<file path="src/sv/atte_pkg.sv">
// ----------------------------------------------------------------------------
// atte_pkg
// shared types and constants of the text terminal engine
// ----------------------------------------------------------------------------
package atte_pkg;

  localparam int unsigned SCREEN_WIDTH_DEF  = 80;
  localparam int unsigned SCREEN_HEIGHT_DEF = 25;
  localparam int unsigned STORE_LINES_DEF   = 64;
  localparam int unsigned ESC_MAX_LEN_DEF   = 16;

  localparam int unsigned QUEUE_DEPTH = 2;

  localparam int unsigned CFG_INDEX_W = 1;
  localparam logic [CFG_INDEX_W-1:0] CFG_DEFAULT_FG = 1'b0;
  localparam logic [CFG_INDEX_W-1:0] CFG_DEFAULT_BG = 1'b1;
  localparam logic [2:0] DEFAULT_FG_RESET = 3'd7;
  localparam logic [2:0] DEFAULT_BG_RESET = 3'd0;

  localparam logic [7:0] CH_NUL = 8'h00;
  localparam logic [7:0] CH_BS  = 8'h08;
  localparam logic [7:0] CH_TAB = 8'h09;
  localparam logic [7:0] CH_LF  = 8'h0A;
  localparam logic [7:0] CH_VT  = 8'h0B;
  localparam logic [7:0] CH_FF  = 8'h0C;
  localparam logic [7:0] CH_CR  = 8'h0D;
  localparam logic [7:0] CH_ESC = 8'h1B;

  typedef enum logic [2:0] {
    CL_NUL,
    CL_BS,
    CL_TAB,
    CL_LF,
    CL_VTFF,
    CL_CR,
    CL_ESC,
    CL_PRINT
  } atte_class_e;

  typedef struct packed {
    logic        func;
    atte_class_e cls;
    logic [7:0]  char_byte;
    logic [4:0]  read_row;
    logic [6:0]  read_col;
  } atte_item_t;

  typedef struct packed {
    logic       valid;
    atte_item_t item;
  } atte_queue_t;

  typedef struct packed {
    logic clearing;
  } atte_status_t;

  typedef struct packed {
    logic [6:0]  cursor_col;
    logic [4:0]  cursor_row;
    logic        cursor_visible;
    logic [5:0]  top_line;
    logic        in_escape;
    logic [15:0] cell_value;
  } atte_result_t;

endpackage

</file>
<file path="src/sv/atte_front.sv">
// ----------------------------------------------------------------------------
// atte_front
// input side: takes words, classifies bytes and queues them for the back end
// ----------------------------------------------------------------------------
module atte_front import atte_pkg::*; (
  input  logic         clk_i,
  input  logic         rst_ni,
  input  logic         push,
  output logic         full,
  input  logic         func_i,
  input  logic [7:0]   char_byte_i,
  input  logic [4:0]   read_row_i,
  input  logic [6:0]   read_col_i,
  input  atte_status_t status_i,
  output atte_queue_t  q_o,
  input  logic         q_pop_i
);

  localparam int unsigned PW = (QUEUE_DEPTH > 1) ? $clog2(QUEUE_DEPTH) : 1;
  localparam int unsigned CNTW = $clog2(QUEUE_DEPTH + 1);

  atte_item_t      entries_q [QUEUE_DEPTH];
  logic [PW-1:0]   wr_ptr_q, wr_ptr_d, rd_ptr_q, rd_ptr_d;
  logic [CNTW-1:0] count_q, count_d;
  atte_item_t      item_new;
  logic            accept;
  logic            take;

  always_comb begin
    item_new.func      = func_i;
    item_new.char_byte = char_byte_i;
    item_new.read_row  = read_row_i;
    item_new.read_col  = read_col_i;
    unique case (char_byte_i)
      CH_NUL:        item_new.cls = CL_NUL;
      CH_BS:         item_new.cls = CL_BS;
      CH_TAB:        item_new.cls = CL_TAB;
      CH_LF:         item_new.cls = CL_LF;
      CH_VT, CH_FF:  item_new.cls = CL_VTFF;
      CH_CR:         item_new.cls = CL_CR;
      CH_ESC:        item_new.cls = CL_ESC;
      default:       item_new.cls = CL_PRINT;
    endcase
  end

  assign full   = (count_q == CNTW'(QUEUE_DEPTH)) || status_i.clearing;
  assign accept = push && !full;
  assign take   = q_pop_i && (count_q != '0);

  assign q_o.valid = (count_q != '0);
  assign q_o.item  = entries_q[rd_ptr_q];

  always_comb begin
    wr_ptr_d = wr_ptr_q;
    rd_ptr_d = rd_ptr_q;
    count_d  = count_q;
    if (accept) begin
      wr_ptr_d = (wr_ptr_q == PW'(QUEUE_DEPTH - 1)) ? '0 : wr_ptr_q + 1'b1;
    end
    if (take) begin
      rd_ptr_d = (rd_ptr_q == PW'(QUEUE_DEPTH - 1)) ? '0 : rd_ptr_q + 1'b1;
    end
    if (accept && !take) begin
      count_d = count_q + 1'b1;
    end else if (take && !accept) begin
      count_d = count_q - 1'b1;
    end
  end

  always_ff @(posedge clk_i or negedge rst_ni) begin
    if (!rst_ni) begin
      wr_ptr_q <= '0;
      rd_ptr_q <= '0;
      count_q  <= '0;
    end else begin
      wr_ptr_q <= wr_ptr_d;
      rd_ptr_q <= rd_ptr_d;
      count_q  <= count_d;
    end
  end

  always_ff @(posedge clk_i) begin
    if (accept) begin
      entries_q[wr_ptr_q] <= item_new;
    end
  end

endmodule

</file>
<file path="config.mk">
export PLATFORM = sky130hd
export DESIGN_NAME = atte_front
export DESIGN_NICKNAME = d
export VERILOG_FILES = /design/src/sv/atte_pkg.sv /design/src/sv/atte_front.sv
export SDC_FILE = /design/constraint.sdc
export NUM_CORES = 1
export LEC_CHECK = 0
export BUFFER_PORTS_ARGS = -buffer_cell sky130_fd_sc_hd__buf_2
export CAP_MARGIN = 40
export CORE_MARGIN = 5
export CORE_UTILIZATION = 47
export DETAILED_ROUTE_END_ITERATION = 8
export PLACE_DENSITY = 0.75
export SYNTH_ARGS = -nofsm -noshare
export SYNTH_HDL_FRONTEND = slang
export SYNTH_SLANG_ARGS = --single-unit
</file>
<file path="constraint.sdc">
create_clock -name clk_i -period 2.15 [get_ports clk_i]
set_input_delay 0.3225 -clock clk_i [delete_from_list [all_inputs] [get_ports clk_i]]
set_output_delay 0.3225 -clock clk_i [all_outputs]
set_load 0.03 [all_outputs]
</file>
==> results of run 1 <==
-- worst max-delay path: stages (launching register included) --
cell     delay (ns)
dfrtp_1        0.57
buf_12         0.21
mux2_2         0.36
buf_2          0.18
-- power breakdown --
| group | switching (W) | internal (W) |
|---|---|---|
| Clock | 0.000277 | 0.000221 |
| Combinational | 0.000679 | 0.000440 |
| Sequential | 0.0000844 | 0.00127 |
-- worst paths after layout --
kind / startpoint / to / depth (start not counted)
worst max-delay path: rd_ptr_q / q_o[21] / 3
worst min register to register: wr_ptr_q / wr_ptr_q / 1
min in group asynchronous: rst_ni / count_q[0] / 2
max in group asynchronous: rst_ni / wr_ptr_q / 2
worst max register to register: count_q[0] / count_q[1] / 6
worst min-delay path: read_col_i[4] / entries_q[1][4] / 1
-- through the flow --
| step | total power [W] | area [µm²] | std cells | hold slack [ns] | util, % |
|---|---|---|---|---|---|
| detailed placement | 0.00251 | 2420 | 217 | 0.134 | 56.1 |
| global route | 0.00312 | 2510 | 225 | 0.199 | 58.1 |
| CTS | 0.00301 | 2510 | 225 | 0.203 | 58.1 |
| floorplan | 0.00220 | 2090 | 114 | 0.0269 | - |
| global placement | 0.00249 | 2420 | 217 | 0.130 | 56.1 |
| finish | 0.00297 | 2510 | 225 | 0.214 | 58.1 |
-- logic make-up (layout without fill, tap and decap cells) --
family / Yosys count / count (layout) / share of synthesized area (%)
simple gates: 12 / 12 / 2.88
buf+inv: 9 / 68 / 2.04
mux: 26 / 26 / 14.1
compound gates: 6 / 6 / 2.58
fa+ha+maj: 4 / 4 / 2.40
flops: 52 / 52 / 73.9
xor+xnor: 5 / 5 / 2.10
-- state kept, by name (all words and copies together), names as in the netlist --
| name | count |
|---|---|
| rd_ptr_q | 1 |
| count_q | 2 |
| entries_q | 48 |
| wr_ptr_q | 1 |
-- final cells by class --
type	count	area [µm²]	share of cell area (%)
clock inverter	1	5.00	0.199
timing repair buffer	55	300	12.0
inverter	6	22.5	0.896
clock buffer	6	72.6	2.89
tap	52	65.1	2.59
multi-input combinational	53	505	20.1
sequential	52	1540	61.4
-- per-layer routing --
layer | track usage [%] | wire length, µm
met1 | 15.2 | 1400
met2 | 20.1 | 1820
met3 | 5.20 | 222
met4 | 5.07 | 71
met5 | 0 | 0
-- placed cells by master, fill, tap and decap left out, types with 2 or more instances in the layout --
cell,synthesis,layout
buf_2,1,51
edfxtp_1,48,48
xnor2_1,4,4
inv_1,6,6
nor2_1,3,2
buf_4,2,2
ha_1,4,4
dfrtp_1,4,4
mux2_2,24,24
clkbuf_8,0,5
nand2_1,4,4
==> results.ini, run 1 <==
[route]
wirelength_um=3510
vias=1137
drt-pass1-iter-count=4
avgRoutedWirePerCell_um=15.6
drt-initial-drc-count=78
route.detailed.drc=0
avgViaCountPerCell=5.05
antenna_left=0

[place]
portBuffers=51
dp_hpwl_um=2570
gp_congestion=0.893
dp_slack_ns=0.522

[timing]
slew-limit-headroom_pct=75.4
finalSetupTns_ns=0
drv_slew=0
clock.fmax_mhz=517
setup_violations=0
fin_crit_sh_pct=90.0
period_needed_ns=1.93
setup_slack_ns=0.215
final_hold_viol_count=0
rsz0062_at_grt=false
max_slew.worst_pin.slew_ns=0.366
clock_skew_ns=0.00369

[clock_network]
clock_latency_ns=0.29
h-tree-depth=2
post-cts-setup-buffer-count=0
root_buffer=clkbuf_8
clockBufferDepth=2
numCtsBuffers=5
clk_pin_slew_worst_paths_ns=0.08
cts_tree=done
cts_resized=0
hold_buffers=1
cts_sinks=52

[setup_path]
cp_data_arrival_time_ns=1.61
rrSetupSlack_ns=0.59
end_kind=primary output
required_ns=1.83
cp_max_fo=18
path_class=register to primary output
critPathLaunchType=register

[logic_synthesis]
syn_nets=144
syn_area_um2=2090
netlist_top_cells_count=edfxtp_1 (48), mux2_2 (24), inv_1 (6)
synth.distinct_cells=24
synth_warnings=0
yosysTopAreaCellShare_pct=69.1
ys_seq_elements=52
synth.avg_cell_area_um2=18.3
async_flop_share_pct=7.69
yosysMostFrequentCell=edfxtp_1
seq_area_frac_synth_pct=73.9
synth.area.top_cells=edfxtp_1 (69%), mux2_2 (13%), dfrtp_1 (4.8%)
synth_flop_cell=edfxtp_1
yosysTopAreaCell=edfxtp_1
syn_inst=114
synth_edf_count=48

[die]
start_util_pct=48.3
die_w_um=76.6
dieHeight_um=76.6
die_area_um2=5870
core_um2=4320
num_rows=24
io_pins=52

[global_route]
grt-ovfl-total=0
antenna_found_initial=0
grt_pass1_wl_um=5820
grt_usage_pct=12.7
grt_max_degree=25
first_global_vias=1184

[final_layout]
nets=203
drive_gt1_share_pct=50.9
fillerInstances=350
n_antenna_cell=0
area_growth_pct=20.4

[power]
power.leakage_nw=0.970
p_per_area_nw_per_um2=1180
ir_worst_vdd_v=0.000545

[min_path]
hold_path.class=input port to register

[run_status]
status=complete, no violations

[run]
drv_cap=0

(Power assumes the default switching activity.)
==> run 2: changes to the inputs <==
CORE_ASPECT_RATIO = 1.1   (was default)
==> results.ini, run 2 (synthesis results as in run 1) <==
[run_status]
status=complete, no violations

[final_layout]
fin_util_pct=58.8  ; +0.70 points
regMostFlops=entries_q
largest_reg_flops=48  ; unchanged
nets=204  ; +0.49%
final_cell_mix=buf_2 (51), edfxtp_1 (48), mux2_2 (24)
area_growth_pct=20.7
final_common_cell=buf_2
drive_gt1_share_pct=51.4  ; +0.56 points
n_antenna_cell=0  ; unchanged
largest_registers=entries_q: 48 flops, count_q: 2 flops

[setup_path]
critPathMaxStageDelay_ns=0.36  ; -0.21 ns
path_class=register to primary output
end_kind=primary output
crit_chain=buf_4, mux2_2, buf_2
critPathSlowestCell=mux2_2
path_buf_inv=2  ; unchanged
required_ns=1.83  ; about the same
cp_data_arrival_time_ns=1.42  ; -0.19 ns
path_delay_family=buffers and inverters
critPathLaunchType=register
cp_max_fo=14  ; -4

[global_route]
grt_max_degree=25  ; unchanged
grt_pass1_wl_um=6050  ; +4.0%
first_global_vias=1301  ; +9.9%
grt_usage_pct=14.1  ; +1.5 points
antenna_found_initial=0  ; unchanged
grt-ovfl-total=0  ; unchanged

[place]
dp_hpwl_um=2690  ; +4.4%
portBuffers=51  ; unchanged
gp_congestion=0.824  ; -7.7%

[route]
drt-initial-drc-count=59  ; -24%
antenna_left=0  ; unchanged
route.met2.wl_um=2080  ; +15%
routed.top_layer=met4
drt-pass1-iter-count=2  ; -2
vias=1131  ; -0.53%
wirelength_um=3670  ; +4.6%
route.detailed.drc=0  ; unchanged
avgViaCountPerCell=4.94  ; -2.3%
wl_met3_um=186  ; -16%
wl_met1_um=1320  ; -5.4%
avgRoutedWirePerCell_um=16.0  ; +2.8%

[timing]
clock_skew_ns=0.00564  ; +0.00195 ns
slew-limit-headroom_pct=74.5  ; -0.90 points
rsz0062_at_grt=false
drv_slew=0  ; unchanged
fin_crit_sh_pct=80.9  ; -9.1 points
clock.fmax_mhz=575  ; +11%
setup_violations=0  ; unchanged
max_slew.worst_pin.slew_ns=0.379  ; +0.0133 ns
finalSetupTns_ns=0  ; unchanged
period_needed_ns=1.74  ; -0.195 ns
final_hold_viol_count=0  ; unchanged

[power]
p_per_area_nw_per_um2=1190  ; +0.29%
power.leakage_nw=0.967  ; -0.31%
ir_worst_vdd_v=0.000650  ; +19%
total_power_w=0.00299  ; +0.59%

[die]
dieHeight_um=79.9  ; +4.2%
num_rows=25  ; +4.2%
start_util_pct=48.7  ; +0.44 points
die_w_um=73.5  ; -4.0%
core_um2=4290  ; -0.90%
die_area_um2=5870  ; about the same
io_pins=52  ; unchanged

[min_path]
hold_path.class=input port to register

[clock_network]
root_buffer=clkbuf_8
clk_pin_slew_worst_paths_ns=0.09  ; about the same
cts_sinks=52  ; unchanged
clockBufferDepth=2  ; unchanged
numCtsBuffers=5  ; unchanged
clock_latency_ns=0.30  ; about the same
h-tree-depth=2  ; unchanged
cts_resized=0  ; unchanged
cts_tree=done

[run]
drv_cap=0  ; unchanged

[run 2: cell types whose count changed in the layout (fill, tap and decap cells not counted), sizes merged]
cell,delta
clkinvlp,+2
buf,+1
clkbuf,-1
[run 2: final timing paths]
| path | endpoint | slack (ns) | cells past startpoint | from |
|---|---|---|---|---|
| min | entries_q[0][23] | 0.20 | 1 | func_i |
| max in group asynchronous | rd_ptr_q | 1.67 | 2 | rst_ni |
| max reg2reg | count_q[1] | 0.58 | 6 | count_q[0] |
| min reg2reg | wr_ptr_q | 0.55 | 1 | wr_ptr_q |
| min in group asynchronous | count_q[1] | 0.36 | 2 | rst_ni |
| max | q_o[5] | 0.41 | 3 | rd_ptr_q |
[run 2: per-layer routing]
layer,up-vias,track usage (%)
met5,-,0
met4,0,6.52
met3,7,3.78
met2,27,26.1
met1,550,14.4
li1,547,-
[run 2: repair_timing]
action | 4_1_cts | 5_1_grt
endpoints found under the hold margin | 4 | 0
hold buffers | 1 | 0
buffers inserted | 0 | 0
[run 2: layout make-up]
cell class,instances,area [µm²]
timing repair buffer,56,295
clock inverter,3,18.8
clock buffer,5,68.8
multi-input combinational,53,505
inverter,6,22.5
fill,337,1770
sequential,52,1540
tap,54,67.6
[run 2: power breakdown]
group	leakage, nW	switching [W]	internal [W]
Combinational	0.449	0.000707	0.000429
Clock	0.0378	0.000303	0.000225
Sequential	0.480	0.0000549	0.00127
Total	0.967	0.00107	0.00192
[run 2: through the flow]
step	hold WS [ns]	setup WS, ns	cell area (µm²)	cells
after global routing	0.188	0.330	2520	229
after CTS	0.196	0.383	2520	229
final	0.202	0.410	2520	229
after detailed placement	0.134	0.593	2420	220
after floorplan	0.0269	0.117	2090	114
after global placement	0.130	0.699	2420	220
==> run 3: changes to the inputs <==
CORE_UTILIZATION = 52   (was 47)
PLACE_DENSITY = 0.78   (was 0.75)
clock period = 1.8 ns   (was 2.15 ns; I/O delays follow)
==> results.ini, run 3 (synthesis results as in run 1) <==
[route]
wirelength_um=3560  ; -3.2%
drt-pass1-iter-count=4  ; +2
avgViaCountPerCell=5.06  ; +2.5%
avgRoutedWirePerCell_um=15.6  ; -2.7%
drt-initial-drc-count=62  ; +5.1%
vias=1154  ; +2.0%
antenna_left=0  ; unchanged
route.detailed.drc=0  ; unchanged

[timing]
setup_violations=0  ; unchanged
rsz0062_at_grt=false
final_hold_viol_count=0  ; unchanged
clock_skew_ns=0.00561  ; -0.0000319 ns
clock.fmax_mhz=583
finalSetupTns_ns=0  ; unchanged
period_needed_ns=1.72
fin_crit_sh_pct=95.3
setup_slack_ns=0.0845  ; -0.326 ns
slew-limit-headroom_pct=74.7  ; +0.20 points
drv_slew=0  ; unchanged
max_slew.worst_pin.slew_ns=0.376  ; -0.00301 ns

[setup_path]
cp_max_fo=15  ; +1
cp-startpoint=rd_ptr_q
end_kind=primary output
required_ns=1.53  ; -0.30 ns
path_class=register to primary output
cp_data_arrival_time_ns=1.45  ; +0.03 ns
r2r_end=count_q[1]
endpoint=q_o[22]
r2r-start=count_q[0]
reg2regPathDepth=6  ; unchanged
rrSetupSlack_ns=0.16  ; -0.42 ns
critPathLaunchType=register

[place]
portBuffers=51  ; unchanged
gp_congestion=0.686  ; -17%
dp_slack_ns=0.186  ; -0.407 ns
dp.cells=219  ; -0.45%
dp_hpwl_um=2630  ; -1.9%

[run_status]
status=complete, no violations

[global_route]
grt_use_met3_pct=3.83  ; +0.048 points
grt_pass1_wl_um=5800  ; -4.2%
grt-busiest-layer=met2
grt_usage_pct=14.2  ; +0.087 points
first_global_vias=1236  ; -5.0%
met1_usage_pct=14.7  ; +0.31 points
use_met2_pct=25.6  ; -0.50 points
grt-ovfl-total=0  ; unchanged
grt_max_degree=25  ; unchanged
antenna_found_initial=0  ; unchanged

[die]
io_pins=52  ; unchanged
dieHeight_um=76.4  ; -4.3%
start_util_pct=53.1  ; +4.4 points
die_area_um2=5380  ; -8.4%
core_um2=3930  ; -8.2%
die_w_um=70.4  ; -4.3%
num_rows=24  ; -4.0%

[final_layout]
largest_registers=entries_q: 48 flops, count_q: 2 flops
fillerInstances=288  ; -15%
largest_reg_flops=48  ; unchanged
fin_util_pct=65.0  ; +6.2 points
n_antenna_cell=0  ; unchanged
fin_cells=228  ; -0.44%
area_growth_pct=22.5
regMostFlops=entries_q
final_cell_mix=buf_2 (51), edfxtp_1 (48), mux2_2 (24)
drive_gt1_share_pct=51.1  ; -0.29 points
nets=205  ; +0.49%
final_common_cell=buf_2

[clock_network]
cts_sinks=52  ; unchanged
cts_tree=done
clk_pin_slew_worst_paths_ns=0.09  ; about the same
h-tree-depth=2  ; unchanged
post-cts-setup-buffer-count=0  ; unchanged
clock_latency_ns=0.29  ; about the same
hold_buffers=1  ; unchanged
clockBufferDepth=2  ; unchanged
root_buffer=clkbuf_8
cts_resized=0  ; unchanged
numCtsBuffers=5  ; unchanged

[power]
power.leakage_nw=0.991  ; +2.5%
ir_worst_vdd_v=0.000735  ; +13%
sw_frac_of_total_pct=33.9  ; -1.7 points
power_frac_seq_pct=42.8  ; -1.5 points
total_power_w=0.00371  ; +24%
pwr-share-clk_pct=19.9  ; +2.2 points
p_per_area_nw_per_um2=1450  ; +22%
internal_power_w=0.00245  ; +27%
switchingPower_w=0.00126  ; +18%
combPwrFrac_pct=37.3  ; -0.7 points

[run]
drv_cap=0  ; unchanged

[min_path]
hold_path.class=input port to register

## run 3: final cells by class
type	instances	area [µm²]	area share (%)
sequential	52	1540	60.3
multi-input combinational	53	505	19.8
timing repair buffer	57	315	12.3
clock buffer	5	68.8	2.69
tap	52	65.1	2.55
clock inverter	3	37.5	1.47
inverter	6	22.5	0.881
## run 3: stage by stage
| stage | hold WS, ns | area (µm²) |
|---|---|---|
| 5_1_grt | 0.139 | 2560 |
| 3_5_place_dp | 0.0799 | 2440 |
| 3_3_place_gp | 0.0746 | 2440 |
| 6_report | 0.163 | 2560 |
| 4_1_cts | 0.151 | 2560 |
| 2_1_floorplan | -0.0256 | 2090 |
## run 3: layer usage
metal  up-vias  wire, µm
met1       562      1300
met4         0        85
met5         -         0
met3         6       178
met2        32      1990
li1        554         -
## run 3: how the worst min path moves through the flow
stage,end,startpoint,depth (start not counted),slack (ns)
after floorplan,count_q[0],rst_ni,0,-0.03
after global placement,wr_ptr_q,rst_ni,1,0.07
after detailed placement,count_q[1],rst_ni,1,0.08
after CTS,entries_q[0][5],read_col_i[5],1,0.15
after global routing,entries_q[0][1],read_col_i[1],1,0.14
final,entries_q[1][11],read_row_i[4],1,0.16
## run 3: worst max-delay path, cell delays in order, from the launching register on
cell and delay [ns]:
dfrtp_1 0.36, buf_4 0.24, mux2_2 0.37, buf_2 0.18
## run 3: power by group through the flow
stage	Clock, W	Combinational (W)	Sequential, W
floorplan	0	0.00103	0.00159
global placement	0	0.00136	0.00160
detailed placement	0	0.00140	0.00162
CTS	0.000768	0.00141	0.00159
global route	0.000820	0.00146	0.00160
finish	0.000738	0.00138	0.00159
